[config.mk]
export PLATFORM = sky130hd
export DESIGN_NAME = rcem_emit
export DESIGN_NICKNAME = d
export VERILOG_FILES = /design/src/design/rcem_pkg.sv /design/src/design/rcem_emit.sv
export SDC_FILE = /design/constraint.sdc
export NUM_CORES = 1
export LEC_CHECK = 0
export BUFFER_PORTS_ARGS = -buffer_cell sky130_fd_sc_hd__buf_2
export CELL_PAD_IN_SITES_DETAIL_PLACEMENT = 1
export CELL_PAD_IN_SITES_GLOBAL_PLACEMENT = 1
export CORE_MARGIN = 8
export CORE_UTILIZATION = 37
export DETAILED_ROUTE_END_ITERATION = 8
export PLACE_DENSITY_LB_ADDON = 0.1
export SLEW_MARGIN = 30
export SYNTH_ARGS = -nofsm -noshare
export SYNTH_HDL_FRONTEND = slang
export SYNTH_SLANG_ARGS = --single-unit
[constraint.sdc]
create_clock -name clk -period 1.4 [get_ports clk]
set_input_delay 0.14 -clock clk [delete_from_list [all_inputs] [get_ports clk]]
set_output_delay 0.14 -clock clk [all_outputs]
set_load 0.03 [all_outputs]
[src/design/rcem_pkg.sv]
// Shared constants, types and arithmetic helpers for the Roberts cross edge magnitude unit.
package rcem_pkg;

	localparam int MAX_WIDTH  = 1024;
	localparam int MAX_HEIGHT = 4096;

	localparam int PIX_W  = 8;
	localparam int COL_W  = 10;
	localparam int ROW_W  = 12;
	localparam int WCFG_W = 11;
	localparam int HCFG_W = 13;
	localparam int CFG_DATA_W = 13;
	localparam int CFG_IDX_W  = 2;

	localparam int NSLOT  = 4;
	localparam int SLOT_W = 2;

	localparam int M_TDATA_W = 32;

	localparam logic [CFG_IDX_W-1:0] REG_WIDTH  = 2'd0;
	localparam logic [CFG_IDX_W-1:0] REG_HEIGHT = 2'd1;

	// Result slots of one pixel, in delivery order.
	localparam logic [SLOT_W-1:0] SLOT_ABOVE      = 2'd0;
	localparam logic [SLOT_W-1:0] SLOT_ABOVE_EDGE = 2'd1;
	localparam logic [SLOT_W-1:0] SLOT_BOTTOM     = 2'd2;
	localparam logic [SLOT_W-1:0] SLOT_CORNER     = 2'd3;

	localparam logic [PIX_W-1:0] MAG_SAT = 8'd255;

	typedef struct packed {
		logic [COL_W-1:0] col;
		logic [ROW_W-1:0] row;
		logic             last_col;
		logic             last_row;
	} pos_t;

	typedef struct packed {
		logic [PIX_W-1:0] mag;
		logic [COL_W-1:0] col;
		logic [ROW_W-1:0] row;
	} res_t;

	function automatic logic [PIX_W-1:0] absdiff(input logic [PIX_W-1:0] a,
		input logic [PIX_W-1:0] b);
		return (a >= b) ? (a - b) : (b - a);
	endfunction

	function automatic logic [PIX_W-1:0] roberts(input logic [PIX_W-1:0] tl,
		input logic [PIX_W-1:0] tr, input logic [PIX_W-1:0] bl,
		input logic [PIX_W-1:0] br);
		logic [PIX_W:0] sum;
		sum = {1'b0, absdiff(tl, br)} + {1'b0, absdiff(tr, bl)};
		return sum[PIX_W] ? MAG_SAT : sum[PIX_W-1:0];
	endfunction

endpackage

[src/design/rcem_emit.sv]
// Output register of a pixel's results, sent one per cycle while m_tready is high.
module rcem_emit (
	input  logic                                 clk,
	input  logic                                 arst_n,
	input  logic                                 load,
	input  logic [rcem_pkg::NSLOT-1:0]           mask_in,
	input  rcem_pkg::res_t [rcem_pkg::NSLOT-1:0] res_in,
	output logic                                 ready,
	output logic                                 m_tvalid,
	input  logic                                 m_tready,
	output logic [rcem_pkg::M_TDATA_W-1:0]       m_tdata,
	output logic                                 m_tlast,
	output logic                                 m_tuser
);
	import rcem_pkg::*;

	logic [NSLOT-1:0]            mask_q;
	res_t [NSLOT-1:0]            res_q;
	logic [SLOT_W-1:0]           sel;
	logic [NSLOT-1:0]            mask_rest;
	logic                        take;

	always_comb begin
		sel = SLOT_ABOVE;
		for (int i = NSLOT - 1; i >= 0; i--) begin
			if (mask_q[i]) begin
				sel = SLOT_W'(i);
			end
		end
	end

	// Clearing the lowest set bit leaves what is still to be sent.
	assign mask_rest = mask_q & (mask_q - NSLOT'(1));
	assign take      = m_tvalid && m_tready;
	assign ready     = (mask_q == '0) || (take && (mask_rest == '0));

	assign m_tvalid = (mask_q != '0);
	assign m_tdata  = {{(M_TDATA_W - PIX_W - COL_W - ROW_W){1'b0}},
		res_q[sel].row, res_q[sel].col, res_q[sel].mag};
	assign m_tlast  = (mask_rest == '0);
	assign m_tuser  = (sel == SLOT_CORNER);

	always_ff @(posedge clk or negedge arst_n) begin
		if (!arst_n) begin
			mask_q <= '0;
		end else if (load) begin
			mask_q <= mask_in;
		end else if (take) begin
			mask_q <= mask_rest;
		end
	end

	always_ff @(posedge clk) begin
		if (load) begin
			res_q <= res_in;
		end
	end

endmodule

==> results.ini <==
[power_and_ir_drop]
powerDensity_nw_per_um2 = 1290
irDropWorstVdd_mv = 0.962
p_leak_uw = 0.00354

[timing]
fmax_ghz = 0.471
post-route-period-util_pct = 152
final_hold_viol_count = 0
rsz0062_at_grt = yes
fin_skew_ns = 0.000245
final.setup.worst_slack_ns = -0.725
setup_violations = 36
slew_viol_final = 0
fin_tns_setup_ns = -22.96
period_needed_ns = 2.12

[placed_design]
io_buffers = 161
placed_area_sq_um = 6530
dp_hpwl_um = 9630
gp_congestion = 0.705

[die]
io_pins = 164
fp.dieArea_sq_um = 17800
rows = 43
initial_core_util_pct = 37.4
fp.dieH_um = 133
core_region_area_sq_um = 13700
fp.dieW_um = 133

[clocking]
htreeDepth = 4
tritoncts = done
clock_sinks = 124
clock_path_buffers = 2
clk_pin_slew_ns = 0.05
cts_buffers = 17
clk_latency_ns = 0.41
cts_root_buf = clkbuf_16

[global_routing]
grt_use_total_pct = 19.7
first_global_vias = 4657
antenna_found_initial = 1
grt_first_pass_wirelength_um = 26300
grt_max_degree = 38
grt-ovfl-total = 0

[worst_setup_path]
cp-end-kind = output pin
critical_path_class = flip-flop to output pin
cp-start-kind = flip-flop
crit_fanout = 6
crit_required_ns = 1.26
crit_buf_inv = 2
critPathArrivalTime_ns = 1.98
worstPathCellList = or3_4 > nor2b_4 > clkbuf_16 > o221a_4 > buf_6
cp_top_family = simple AND/OR/NAND/NOR gates
critPathSlowestCell = or3_4
cpPeakStageDelay_ns = 0.40

[synth]
ys_seq_elements = 124
synth_area_per_cell_sq_um = 15.8
synth_top_area_share_pct = 70.6
yosysWarnings = 0
ys_top_cells_by_area = edfxtp_1 71%, o221a_1 6.6%, and2b_2 4.8%
synth.distinct_cells = 29
synth_largest_area_cell = edfxtp_1
netlist_instances = 323
seq_area_frac_synth_pct = 72.5
syn_area_sq_um = 5100

[final_layout]
final_nets = 765
area_growth_pct = 72.9
layout_common_cells = 126 x dlygate4sd3_1, 126 x buf_2, 120 x edfxtp_1
fin_area_sq_um = 8830
drive_gt1_share_pct = 46.0

[route]
ant_nets = 0
vias = 3939
drtPass1Iterations = 4
viasPerCell = 4.74
wl_per_cell_um = 20.9
wl_um = 17400
first_iter_violations = 185
drc = 0

[outcome]
status = finished, violations left
violations = setup timing

[min_path]
hold_class = input pin to async pin

[flow_run]
maxCapViolations = 0

==> cell usage after synthesis <==
| master | count |
|---|---|
| edfxtp_1 | 120 |
| a21oi_1 | 30 |
| nor2_1 | 30 |
| o221a_1 | 30 |
| or2_1 | 30 |
| and2b_2 | 28 |
| o21ai_0 | 7 |
| buf_2 | 6 |
| buf_6 | 5 |
| nand2_1 | 5 |
| clkbuf_8 | 4 |
| dfrtp_1 | 4 |
| clkbuf_1 | 3 |
| nor2b_1 | 3 |
| buf_4 | 2 |
| clkbuf_2 | 2 |
| maj3_1 | 2 |
| a2111o_1 | 1 |
| conb_1 | 1 |
| dlymetal6s2s_1 | 1 |
| inv_1 | 1 |
| nand2b_1 | 1 |
| nor2b_4 | 1 |
| nor3b_1 | 1 |
| o31ai_1 | 1 |
| or3_1 | 1 |
| or3b_1 | 1 |
| or3b_2 | 1 |
| or4_1 | 1 |
==> metal layers <==
metal  up-vias  share of wire (%)  GRT usage (%)
li1       1853                  -              -
met1      1957                 39           21.1
met2       121                 56           35.9
met3         8                5.0           6.33
met4         0               0.49           5.86
met5         -                  0              0
==> sequential cells by signal (all words and copies together) (netlist names) <==
register	count
res_q	120
mask_q	4
==> path summary, 6_finish.rpt <==
kind                                             from                    end  slack [ns]  cells past startpoint
worst min-delay path                           arst_n  mask_q[1]$_DFFE_PN0P_        0.08                      2
min in group clk                                 load    res_q[10]$_DFFE_PP_        0.13                      1
worst max-delay path            mask_q[3]$_DFFE_PN0P_            m_tdata[27]       -0.72                      5
worst min register to register  mask_q[3]$_DFFE_PN0P_  mask_q[3]$_DFFE_PN0P_        0.76                      3
max in group asynchronous                      arst_n  mask_q[0]$_DFFE_PN0P_        1.19                      2
worst max register to register  mask_q[1]$_DFFE_PN0P_  mask_q[3]$_DFFE_PN0P_       -0.13                      5
==> per-stage QoR <==
stage                     instances  setup slack, ns  hold WS [ns]  util [%]  power, uW
after floorplan                 324           -0.164        -0.156         -       5690
after global placement          665           -0.293       -0.0493      47.8       6300
after detailed placement        665           -0.327       -0.0490      47.8       6340
after CTS                       828           -0.744        0.0658      63.9      11400
after global routing            830           -0.782        0.0769      64.6      11700
final                           831           -0.725        0.0822      64.6      11300
==> power by group <==
group	total, uW	internal (uW)	switching [uW]	leakage, uW
registers	4500	4400	102	0.00122
clock network	4360	2760	1600	0.000278
logic	2470	1330	1150	0.00204
==> final cells by class <==
| type | instances | area (sq um) |
|---|---|---|
| inverter | 1 | 3.75 |
| clock buffer | 18 | 429 |
| timing repair buffer | 317 | 2740 |
| tap | 180 | 225 |
| fill | 1311 | 4840 |
| clock inverter | 14 | 153 |
| antenna | 1 | 2.50 |
| multi-input combinational | 176 | 1570 |
| sequential | 124 | 3710 |
==> cells by family after synthesis <==
| family | count (synthesis) | share of synthesized area [%] |
|---|---|---|
| and+or+nand+nor | 103 | 12.6 |
| AOI/OAI and AO/OA | 69 | 10.6 |
| other | 1 | 0.0735 |
| DFF | 124 | 72.5 |
| buffers and inverters | 24 | 3.80 |
| adders and majority gates | 2 | 0.392 |
==> repair_timing <==
item                       4_1_cts  5_1_grt
hold endpoints to repair       128        0
setup endpoints to repair       36       37
hold buffers                   126        0
gates resized for setup         84       12
pin swaps                        1        2
buffers inserted                 3        0
gates cloned                     2        2
No activity file was read; power rests on OpenSTA's default activity.
