===== src/design/rcem_pkg.sv =====
// Shared constants, types and arithmetic helpers for the Roberts cross edge magnitude unit.
package rcem_pkg;

	localparam int MAX_WIDTH  = 1024;
	localparam int MAX_HEIGHT = 4096;

	localparam int PIX_W  = 8;
	localparam int COL_W  = 10;
	localparam int ROW_W  = 12;
	localparam int WCFG_W = 11;
	localparam int HCFG_W = 13;
	localparam int CFG_DATA_W = 13;
	localparam int CFG_IDX_W  = 2;

	localparam int NSLOT  = 4;
	localparam int SLOT_W = 2;

	localparam int M_TDATA_W = 32;

	localparam logic [CFG_IDX_W-1:0] REG_WIDTH  = 2'd0;
	localparam logic [CFG_IDX_W-1:0] REG_HEIGHT = 2'd1;

	// Result slots of one pixel, in delivery order.
	localparam logic [SLOT_W-1:0] SLOT_ABOVE      = 2'd0;
	localparam logic [SLOT_W-1:0] SLOT_ABOVE_EDGE = 2'd1;
	localparam logic [SLOT_W-1:0] SLOT_BOTTOM     = 2'd2;
	localparam logic [SLOT_W-1:0] SLOT_CORNER     = 2'd3;

	localparam logic [PIX_W-1:0] MAG_SAT = 8'd255;

	typedef struct packed {
		logic [COL_W-1:0] col;
		logic [ROW_W-1:0] row;
		logic             last_col;
		logic             last_row;
	} pos_t;

	typedef struct packed {
		logic [PIX_W-1:0] mag;
		logic [COL_W-1:0] col;
		logic [ROW_W-1:0] row;
	} res_t;

	function automatic logic [PIX_W-1:0] absdiff(input logic [PIX_W-1:0] a,
		input logic [PIX_W-1:0] b);
		return (a >= b) ? (a - b) : (b - a);
	endfunction

	function automatic logic [PIX_W-1:0] roberts(input logic [PIX_W-1:0] tl,
		input logic [PIX_W-1:0] tr, input logic [PIX_W-1:0] bl,
		input logic [PIX_W-1:0] br);
		logic [PIX_W:0] sum;
		sum = {1'b0, absdiff(tl, br)} + {1'b0, absdiff(tr, bl)};
		return sum[PIX_W] ? MAG_SAT : sum[PIX_W-1:0];
	endfunction

endpackage


===== src/design/rcem_scan.sv =====
// Configuration registers and the raster position counters of the incoming pixel stream.
module rcem_scan (
	input  logic                             clk,
	input  logic                             arst_n,
	input  logic                             cfg_we,
	input  logic [rcem_pkg::CFG_IDX_W-1:0]   cfg_index,
	input  logic [rcem_pkg::CFG_DATA_W-1:0]  cfg_wdata,
	input  logic                             advance,
	output rcem_pkg::pos_t                   pos
);
	import rcem_pkg::*;

	logic [WCFG_W-1:0] width_q;
	logic [HCFG_W-1:0] height_q;
	logic [COL_W-1:0]  col_q;
	logic [ROW_W-1:0]  row_q;
	logic [COL_W-1:0]  col_max;
	logic [ROW_W-1:0]  row_max;

	// Out-of-range settings are clamped into [2, max] before use.
	always_comb begin
		if (width_q < WCFG_W'(2)) begin
			col_max = COL_W'(1);
		end else if (width_q > WCFG_W'(MAX_WIDTH)) begin
			col_max = COL_W'(MAX_WIDTH - 1);
		end else begin
			col_max = COL_W'(width_q - WCFG_W'(1));
		end
		if (height_q < HCFG_W'(2)) begin
			row_max = ROW_W'(1);
		end else if (height_q > HCFG_W'(MAX_HEIGHT)) begin
			row_max = ROW_W'(MAX_HEIGHT - 1);
		end else begin
			row_max = ROW_W'(height_q - HCFG_W'(1));
		end
	end

	assign pos.col      = col_q;
	assign pos.row      = row_q;
	assign pos.last_col = (col_q >= col_max);
	assign pos.last_row = (row_q >= row_max);

	always_ff @(posedge clk or negedge arst_n) begin
		if (!arst_n) begin
			width_q  <= WCFG_W'(630);
			height_q <= HCFG_W'(630);
			col_q    <= '0;
			row_q    <= '0;
		end else if (cfg_we) begin
			// A write to the width or height register restarts the frame.
			case (cfg_index)
				REG_WIDTH: begin
					width_q <= cfg_wdata[WCFG_W-1:0];
					col_q   <= '0;
					row_q   <= '0;
				end
				REG_HEIGHT: begin
					height_q <= cfg_wdata[HCFG_W-1:0];
					col_q    <= '0;
					row_q    <= '0;
				end
				default: begin
				end
			endcase
		end else if (advance) begin
			if (pos.last_col) begin
				col_q <= '0;
				row_q <= pos.last_row ? '0 : row_q + ROW_W'(1);
			end else begin
				col_q <= col_q + COL_W'(1);
			end
		end
	end

endmodule


===== config.mk =====
export PLATFORM = sky130hd
export DESIGN_NAME = rcem_scan
export DESIGN_NICKNAME = d
export VERILOG_FILES = /design/src/design/rcem_pkg.sv /design/src/design/rcem_scan.sv
export SDC_FILE = /design/constraint.sdc
export NUM_CORES = 1
export LEC_CHECK = 0
export ABC_AREA = 0
export BUFFER_PORTS_ARGS = -buffer_cell sky130_fd_sc_hd__buf_2
export CORE_UTILIZATION = 58
export DETAILED_ROUTE_END_ITERATION = 12
export PLACE_DENSITY = 0.78
export SYNTH_ARGS = -nofsm -noshare
export SYNTH_HDL_FRONTEND = slang
export SYNTH_SLANG_ARGS = --single-unit

===== constraint.sdc =====
create_clock -name clk -period 4.3 [get_ports clk]
set_input_delay 0.86 -clock clk [delete_from_list [all_inputs] [get_ports clk]]
set_output_delay 0.86 -clock clk [all_outputs]
set_load 0.01 [all_outputs]

==> results.sh <==
export IMPL_insertion_delay_ps=300
export IMPL_hold_path_class="reg2reg"
export IMPL_seq_area_frac_synth_pct=37.5
export IMPL_grt_antenna_before_repair=0
export IMPL_fmaxAchievable_ghz=0.247
export IMPL_nFillCells=446
export IMPL_die_y_um=75.2
export IMPL_dr_total_vias=2430
export IMPL_synth_area_leader_cell="dfrtp_1"
export IMPL_p_leak_nw=1.66
export IMPL_grt_setup_unrepaired="no"
export IMPL_h_tree_depth=2
export IMPL_synth_nets=349
export IMPL_setup_tns_ps=0
export IMPL_die_area_um2=5650
export IMPL_grt_pass1_wl_um=10100
export IMPL_pin_count=43
export IMPL_slew_headroom_pct=34.0
export IMPL_final_common_cell="buf_2"
export IMPL_synth_distinct_cells=54
export IMPL_syn_area_um2=3110
export IMPL_end_kind="primary output"
export IMPL_synth_main_ff_cell="dfrtp_1"
export IMPL_tightestPinTransition_ps=990
export IMPL_first_global_vias=2146
export IMPL_rows=26
export IMPL_power_mw=1.20
export IMPL_powerDensity_nw_per_um2=348
export IMPL_overflow=0
export IMPL_ant_nets=0
export IMPL_hold_violations=0
export IMPL_synth_edf_count=0
export IMPL_post_cts_buffers=0
export IMPL_skew_ps=13.1
export IMPL_drtIter0Drc=131
export IMPL_worst_r2r_path_depth=13
export IMPL_io_buffers=42
export IMPL_synth_area_leaders="dfrtp_1 (27%), ha_1 (10%), dfstp_2 (10%)"
export IMPL_die_width_um=75.2
export IMPL_startpoint_type="flip-flop"
export IMPL_drt_pass1_iter_count=4
export IMPL_fin_crit_sh_pct=94.1
export IMPL_fp_coreArea_um2=5140
export IMPL_drv_slew=0
export IMPL_clk_path_buf_depth=2
export IMPL_ir_drop_mv=0.258
export IMPL_cts_tree="done"
export IMPL_status="finished clean"
export IMPL_crit_type="reg2out"
export IMPL_min_path_cells=1
export IMPL_diodes=0
export IMPL_final_util_pct=67.2
export IMPL_gp_congestion=0.821
export IMPL_min_period_ps=4050
export IMPL_synthCells=304
export IMPL_synth_seq_cells=46
export IMPL_layout_common_cells="buf_2 (42), dfrtp_1 (34), o21ai_0 (29)"
export IMPL_drive_gt1_share_pct=29.1
export IMPL_place_detailed_hpwl_um=4840
export IMPL_cts_sinks=46
export IMPL_wl_um=6240
export IMPL_cts_root_buffer="clkbuf_8"
export IMPL_drt_vias_per_instance=5.83
export IMPL_cap_violations=0
export IMPL_grt_start_max_net_pins=47
export IMPL_async_flop_share_pct=100
export IMPL_nets=392
export IMPL_clk_pin_slew_ps=80
export IMPL_numCtsBuffers=5
export IMPL_setup_violations=0
export IMPL_grt_usage_pct=23.9
export IMPL_yosys_warnings=0
export IMPL_critPathArrivalTime_ps=3190
export IMPL_synth_top_area_share_pct=27.4
export IMPL_avgSynthCellArea_um2=10.2
export IMPL_wl_per_cell_um=15.0
export IMPL_crit_required_ps=3440
export IMPL_crit_path_max_fanout=9
export IMPL_areaGrowthSynthToFinish_pct=11.2
export IMPL_drc=0
export IMPL_start_util_pct=60.4
[worst max-delay path: stages, from the launching register on]
cell and delay, ps:
dfrtp_1 430, nor4_2 300, nand2b_1 150, or4_4 550, o21ai_0 120, ha_1 290
a211o_1 280, a21oi_2 160, o31ai_4 120, or2_2 330, buf_2 150
[repair_timing]
item | in CTS | in global routing
hold buffers | 0 | 0
gates resized for setup | 0 | 1
endpoints found under the setup margin | 0 | 1
[area by class of cell]
class	instances	area, µm²	area share [%]
repair buffers	43	218	6.30
clock buffers	7	86.3	2.50
multi-input cells	242	1860	53.9
inverters	9	33.8	0.978
well taps	70	87.6	2.53
flip-flops and latches	46	1170	33.7
[layer usage]
| layer | GRT usage [%] | up-vias | routed length [µm] |
|---|---|---|---|
| li1 | - | 1217 | - |
| met5 | 0 | - | 0 |
| met4 | 6.58 | 0 | 76 |
| met2 | 37.5 | 51 | 2880 |
| met1 | 33.9 | 1152 | 3040 |
| met3 | 4.69 | 10 | 251 |
[kinds of logic (layout without fill, tap and decap cells)]
kind of cell	Yosys count	in the layout	share of synthesized area [%]
AND/OR/NAND/NOR	96	96	18.0
AO/OA/AOI/OAI	78	78	17.6
flip-flops	46	46	37.5
adder cells (fa/ha/maj)	26	26	10.5
multiplexers	25	25	9.02
XOR/XNOR	17	17	4.79
buffers and inverters	16	59	2.58
[sequential cells by signal (all words and copies together), names as in the netlist]
name      cells
col_q        10
height_q     13
row_q        12
width_q      11
[stage by stage]
| stage | hold WS, ps | cells | instance area (µm²) | worst slack (ps) |
|---|---|---|---|---|
| floorplan | 503 | 304 | 3110 | 781 |
| global placement | 534 | 410 | 3370 | 588 |
| detailed placement | 541 | 410 | 3370 | 506 |
| CTS | 561 | 417 | 3450 | 170 |
| global route | 585 | 417 | 3460 | 72.9 |
| finish | 553 | 417 | 3460 | 252 |
[report_power, final]
| group | leakage, nW | switching, mW | internal (mW) |
|---|---|---|---|
| clock | 0.0443 | 0.139 | 0.128 |
| sequential | 0.570 | 0.0863 | 0.511 |
| combinational | 1.05 | 0.177 | 0.164 |
| total | 1.66 | 0.402 | 0.803 |
[cells in the mapped netlist (2+ instances only)]
cell type / count
nand2b_1: 8
nor2_1: 11
mux2_2: 24
or3_1: 2
clkbuf_1: 2
or4_1: 2
buf_6: 2
inv_1: 9
a31oi_1: 7
nor2b_1: 7
o21ai_0: 29
or2b_1: 2
a22o_1: 12
nand2_1: 18
a21oi_2: 2
a21oi_1: 12
nor4_1: 3
nand4_1: 2
o31ai_1: 3
ha_1: 26
nand3_1: 8
dfrtp_1: 34
dfstp_2: 12
and3_1: 12
xor2_1: 11
a21o_1: 2
xnor2_1: 6
nor3_1: 9
o31ai_4: 2
[final timing paths]
path,start,endpoint,slack [ps]
max reg2reg,height_q[3]$_DFFE_PN0P_,row_q[11]$_DFFE_PN0P_,950
min reg2reg,height_q[11]$_DFFE_PN0P_,height_q[11]$_DFFE_PN0P_,550
min in group asynchronous,arst_n,row_q[2]$_DFFE_PN0P_,710
max,width_q[3]$_DFFE_PN0P_,pos[1],250
min,height_q[11]$_DFFE_PN0P_,height_q[11]$_DFFE_PN0P_,550
max in group asynchronous,arst_n,col_q[6]$_DFFE_PN0P_,2960
(Power assumes the default switching activity.)
