`config.mk`:
```
export PLATFORM = sky130hd
export DESIGN_NAME = rcem_kernel
export DESIGN_NICKNAME = d
export VERILOG_FILES = /design/src/design/rcem_pkg.sv /design/src/design/rcem_kernel.sv
export SDC_FILE = /design/constraint.sdc
export NUM_CORES = 1
export LEC_CHECK = 0
export BUFFER_PORTS_ARGS = -buffer_cell sky130_fd_sc_hd__buf_2
export CORE_UTILIZATION = 48
export DETAILED_ROUTE_END_ITERATION = 10
export HOLD_SLACK_MARGIN = 0.06
export PLACE_DENSITY = 0.84
export SLEW_MARGIN = 5
export SYNTH_ARGS = -nofsm -noshare
export SYNTH_HDL_FRONTEND = slang
export SYNTH_SLANG_ARGS = --single-unit
```
`constraint.sdc`:
```
create_clock -name clk -period 3.56 [get_ports clk]
set_input_delay 0.178 -clock clk [delete_from_list [all_inputs] [get_ports clk]]
set_output_delay 0.178 -clock clk [all_outputs]
set_load 0.01 [all_outputs]
```
`src/design/rcem_pkg.sv`:
```
// Shared constants, types and arithmetic helpers for the Roberts cross edge magnitude unit.
package rcem_pkg;

	localparam int MAX_WIDTH  = 1024;
	localparam int MAX_HEIGHT = 4096;

	localparam int PIX_W  = 8;
	localparam int COL_W  = 10;
	localparam int ROW_W  = 12;
	localparam int WCFG_W = 11;
	localparam int HCFG_W = 13;
	localparam int CFG_DATA_W = 13;
	localparam int CFG_IDX_W  = 2;

	localparam int NSLOT  = 4;
	localparam int SLOT_W = 2;

	localparam int M_TDATA_W = 32;

	localparam logic [CFG_IDX_W-1:0] REG_WIDTH  = 2'd0;
	localparam logic [CFG_IDX_W-1:0] REG_HEIGHT = 2'd1;

	// Result slots of one pixel, in delivery order.
	localparam logic [SLOT_W-1:0] SLOT_ABOVE      = 2'd0;
	localparam logic [SLOT_W-1:0] SLOT_ABOVE_EDGE = 2'd1;
	localparam logic [SLOT_W-1:0] SLOT_BOTTOM     = 2'd2;
	localparam logic [SLOT_W-1:0] SLOT_CORNER     = 2'd3;

	localparam logic [PIX_W-1:0] MAG_SAT = 8'd255;

	typedef struct packed {
		logic [COL_W-1:0] col;
		logic [ROW_W-1:0] row;
		logic             last_col;
		logic             last_row;
	} pos_t;

	typedef struct packed {
		logic [PIX_W-1:0] mag;
		logic [COL_W-1:0] col;
		logic [ROW_W-1:0] row;
	} res_t;

	function automatic logic [PIX_W-1:0] absdiff(input logic [PIX_W-1:0] a,
		input logic [PIX_W-1:0] b);
		return (a >= b) ? (a - b) : (b - a);
	endfunction

	function automatic logic [PIX_W-1:0] roberts(input logic [PIX_W-1:0] tl,
		input logic [PIX_W-1:0] tr, input logic [PIX_W-1:0] bl,
		input logic [PIX_W-1:0] br);
		logic [PIX_W:0] sum;
		sum = {1'b0, absdiff(tl, br)} + {1'b0, absdiff(tr, bl)};
		return sum[PIX_W] ? MAG_SAT : sum[PIX_W-1:0];
	endfunction

endpackage

```
`src/design/rcem_kernel.sv`:
```
// 2x2 window registers and the four Roberts cross results that one pixel can produce.
module rcem_kernel (
	input  logic                              clk,
	input  logic                              arst_n,
	input  logic                              advance,
	input  logic [rcem_pkg::PIX_W-1:0]        pixel,
	input  logic [rcem_pkg::PIX_W-1:0]        above,
	input  rcem_pkg::pos_t                    pos,
	output logic [rcem_pkg::NSLOT-1:0]        mask,
	output rcem_pkg::res_t [rcem_pkg::NSLOT-1:0] res
);
	import rcem_pkg::*;

	logic [PIX_W-1:0] left_q;
	logic [PIX_W-1:0] upper_left_q;
	logic             has_left;
	logic             has_above;

	assign has_left  = (pos.col != '0);
	assign has_above = (pos.row != '0);

	always_comb begin
		mask[SLOT_ABOVE]      = has_above && has_left;
		mask[SLOT_ABOVE_EDGE] = has_above && pos.last_col;
		mask[SLOT_BOTTOM]     = pos.last_row && has_left;
		mask[SLOT_CORNER]     = pos.last_row && pos.last_col;

		res[SLOT_ABOVE].mag = roberts(upper_left_q, above, left_q, pixel);
		res[SLOT_ABOVE].col = pos.col - COL_W'(1);
		res[SLOT_ABOVE].row = pos.row - ROW_W'(1);

		// Right neighbours are replicated from the edge column.
		res[SLOT_ABOVE_EDGE].mag = roberts(above, above, pixel, pixel);
		res[SLOT_ABOVE_EDGE].col = pos.col;
		res[SLOT_ABOVE_EDGE].row = pos.row - ROW_W'(1);

		// Bottom neighbours are replicated from the last row.
		res[SLOT_BOTTOM].mag = roberts(left_q, pixel, left_q, pixel);
		res[SLOT_BOTTOM].col = pos.col - COL_W'(1);
		res[SLOT_BOTTOM].row = pos.row;

		res[SLOT_CORNER].mag = '0;
		res[SLOT_CORNER].col = pos.col;
		res[SLOT_CORNER].row = pos.row;
	end

	always_ff @(posedge clk or negedge arst_n) begin
		if (!arst_n) begin
			left_q       <= '0;
			upper_left_q <= '0;
		end else if (advance) begin
			left_q       <= pixel;
			upper_left_q <= above;
		end
	end

endmodule

```
==> results.toml <==
[global_route]
grt_pass1_vias = 4765
overflow = 0
grt_max_degree = 32
antenna_found_initial = 0
grt_pass1_wl_um = 22100
grtUsageTotal_pct = 24.4

[power_and_ir_drop]
p_switching_mw = 1.50
combPwrFrac_pct = 88.5
p_per_area_nw_per_um2 = 499
p_int_mw = 1.65
swShare_pct = 47.7
p_clk_share_pct = 4.7
leakagePower_nw = 3.22
ir_worst_vdd_mv = 0.469
p_seq_share_pct = 6.8

[setup_path]
cp-end-kind = "output port"
path_max_fanout = 8
worstPathCellList = "inv_2 > ha_2 > inv_2 > fa_2 > a21o_1 > a211oi_2 > o21ai_1 > and2_4 > mux2i_2 > xnor2_1 > ha_1 > nor2b_4 > o21ai_2 > a21boi_2 > o31a_1 > o22ai_4 > buf_12 > o21ai_2 > buf_2"
critPathArrivalTime_ns = 3.74
slowest_delay_ns = 0.43
critPathLaunchType = "flip-flop"
critPathSlowestCell = "dfrtp_1"
worstSetupPathType = "reg -> out"
critPathRequiredTime_ns = 3.38

[sta]
period_share_pct = 110
setup_slack_ns = -0.357
fin_skew_ns = 0
slew_violations = 0
max_freq_mhz = 255
hold_violations = 0
rsz0062_at_grt = "yes"
min_period_ns = 3.92
relSlewSlack_pct = 58.2
finalSetupViolations = 16
tightest_slew_ns = 0.628
hold_slack_ns = 0.172

[clock_tree]
insertion_delay_ns = 0.26
clk_pin_slew_ns = 0.07
cts_buffer_depth = 2
cts_tree = "built"
cts_buffers = 3
root_buffer = "clkbuf_8"
numClockSinks = 16
htree_levels = 1

[placed_design]
numPortBuffers = 158
dp_cells = 924
gp_congestion = 0.912
place_hpwl_um = 11700

[yosys]
ys.flop_type = "dfrtp_1"
synth_area_um2 = 5100
ys_ff_latch = 16
synth_warnings = 0
synth_seq_area_share_pct = 7.84
synthArstFlopShare_pct = 100
ys_types = 65
netlist_instances = 662
postSynthAreaPerCell_um2 = 7.71
synth-edff-count = 0

[die]
start_util_pct = 49.4
core_area_um2 = 10300
die_area_um2 = 11100
die_y_um = 105
num_io_pins = 167
num_rows = 37
die_width_um = 105

[routing]
route.met3.wl_um = 801
avgViaCountPerCell = 5.50
wl_met1_um = 5990
ant_nets = 0
wl_met2_um = 6890
drtIter0Drc = 310
highest_layer = "met4"
post_drt_wl_per_cell_um = 15.1
firstDrtPassIters = 5
routed-via-count = 5200
route.detailed.drc = 0
routed_wl_um = 14300

[status]
violations = "negative setup slack"
outcome = "finished with violations"

[finish]
layout_common_cells = "buf_2, ha_1, buf_4"
finalNonFillerCells = 946
mostFrequentLayoutCell = "buf_2"
finish.net_count = 942
drive_gt1_share_pct = 36.8
areaGrowthSynthToFinish_pct = 23.8
diodes = 0

[job]
cap_viol_max_count = 0

[hold_path]
hold_path.class = "in -> reg"
## final timing paths
path                                              from  slack (ns)  depth (start not counted)                          end
max in group asynchronous                       arst_n        2.89                          2        left_q[1]$_DFFE_PN0P_
setup / recovery                 left_q[0]$_DFFE_PN0P_       -0.36                         19                      res[88]
hold reg to reg            upper_left_q[7]$_DFFE_PN0P_        0.56                          1  upper_left_q[7]$_DFFE_PN0P_
min in group asynchronous                       arst_n        0.37                          2        left_q[7]$_DFFE_PN0P_
hold / removal                                pixel[7]        0.17                          3        left_q[7]$_DFFE_PN0P_
setup reg to reg                 left_q[1]$_DFFE_PN0P_        2.54                          4        left_q[1]$_DFFE_PN0P_
## final cells by class
| cell class | instances | area [µm²] |
|---|---|---|
| sequential | 16 | 402 |
| fill | 829 | 4000 |
| clock buffer | 4 | 45.0 |
| inverter | 61 | 231 |
| multi-input combinational | 502 | 4100 |
| timing repair buffer | 227 | 1370 |
| tap | 136 | 170 |
## metal layers
metal / track usage [%] / vias to the layer above
met5: 0 / -
met4: 9.36 / 0
met3: 3.31 / 44
met2: 43.2 / 219
met1: 29.8 / 2418
li1: - / 2519
## worst max-delay path: cells and delay by family, from the launching register on
family | cells | cell delay, ns
XOR/XNOR | 1 | 0.15
adder cells (fa/ha/maj) | 3 | 0.77
buffers and inverters | 4 | 0.43
flip-flops | 1 | 0.43
AND/OR/NAND/NOR | 2 | 0.32
multiplexers | 1 | 0.21
AO/OA/AOI/OAI | 8 | 1.17
## sequential cells by signal, indices dropped and copies added, names as in the netlist
register / cells
left_q: 8
upper_left_q: 8
## metrics by stage
stage	utilization [%]	worst slack [ns]	total power, mW	cell area (µm²)	setup TNS, ns
after CTS	60.6	-0.357	3.07	6260	-5.07
after floorplan	-	0.00128	1.87	5230	0
final	61.2	-0.357	3.15	6320	-5.35
after global placement	57.7	-0.138	2.57	5960	-1.35
after global routing	61.2	-0.516	3.38	6320	-7.58
after detailed placement	57.7	-0.234	2.62	5960	-3.14
## Yosys cell counts (2+ instances only)
cell,n,area share (%)
buf_6,2,0.44
or2_2,2,0.25
xor2_1,27,4.6
and3_1,6,0.74
xnor2_1,25,4.3
mux2i_1,17,3.3
o21ai_0,43,4.2
mux2_2,13,2.9
clkbuf_1,9,0.66
ha_1,78,19
clkinv_1,2,0.15
nor2b_1,11,1.3
nand2b_1,9,1.1
a211oi_1,4,0.59
o31a_1,4,0.69
a21oi_1,44,4.3
o22ai_1,4,0.49
buf_4,74,11
nand4_1,5,0.61
buf_2,5,0.49
nand2_1,51,3.7
a21boi_0,5,0.74
dfrtp_1,16,7.8
and2_1,5,0.61
nor3_1,14,1.4
a31oi_1,2,0.25
mux2_1,2,0.44
o211ai_1,6,0.88
fa_1,10,3.9
o21a_1,9,1.3
a21o_1,12,1.8
nand3_1,3,0.29
nor2_1,29,2.1
o31ai_1,4,0.59
or3_1,6,0.74
or4_1,5,0.74
o2bb2ai_1,2,0.34
inv_1,59,4.3
nor4_1,5,0.61
o21bai_1,6,0.88
o21ai_2,2,0.34
o311a_1,2,0.39
## power groups by stage
stage               Combinational [mW]  Sequential (mW)  Clock, mW
floorplan                         1.66            0.212          0
global placement                  2.36            0.216          0
detailed placement                2.41            0.217          0
CTS                               2.70            0.214      0.152
global route                      3.00            0.216      0.162
finish                            2.79            0.214      0.148
## cell families after synthesis
| family | share of synthesized area, % |
|---|---|
| AOI/OAI and AO/OA | 20.9 |
| and+or+nand+nor | 15.7 |
| buffers and inverters | 17.0 |
| adders and majority gates | 23.0 |
| xor gates and xnor gates | 8.92 |
| muxes | 6.64 |
| DFF | 7.84 |
| other | 0.0735 |
## what timing repair did
| item | 4_1_cts | 5_1_grt |
|---|---|---|
| setup endpoints to repair | 16 | 16 |
| endpoints found under the hold margin | 16 | 0 |
| buffers inserted | 12 | 5 |
| cloned | 0 | 0 |
| pin swaps | 27 | 12 |
| resized for setup | 34 | 8 |
| hold buffers | 1 | 0 |
(Power assumes the default switching activity.)
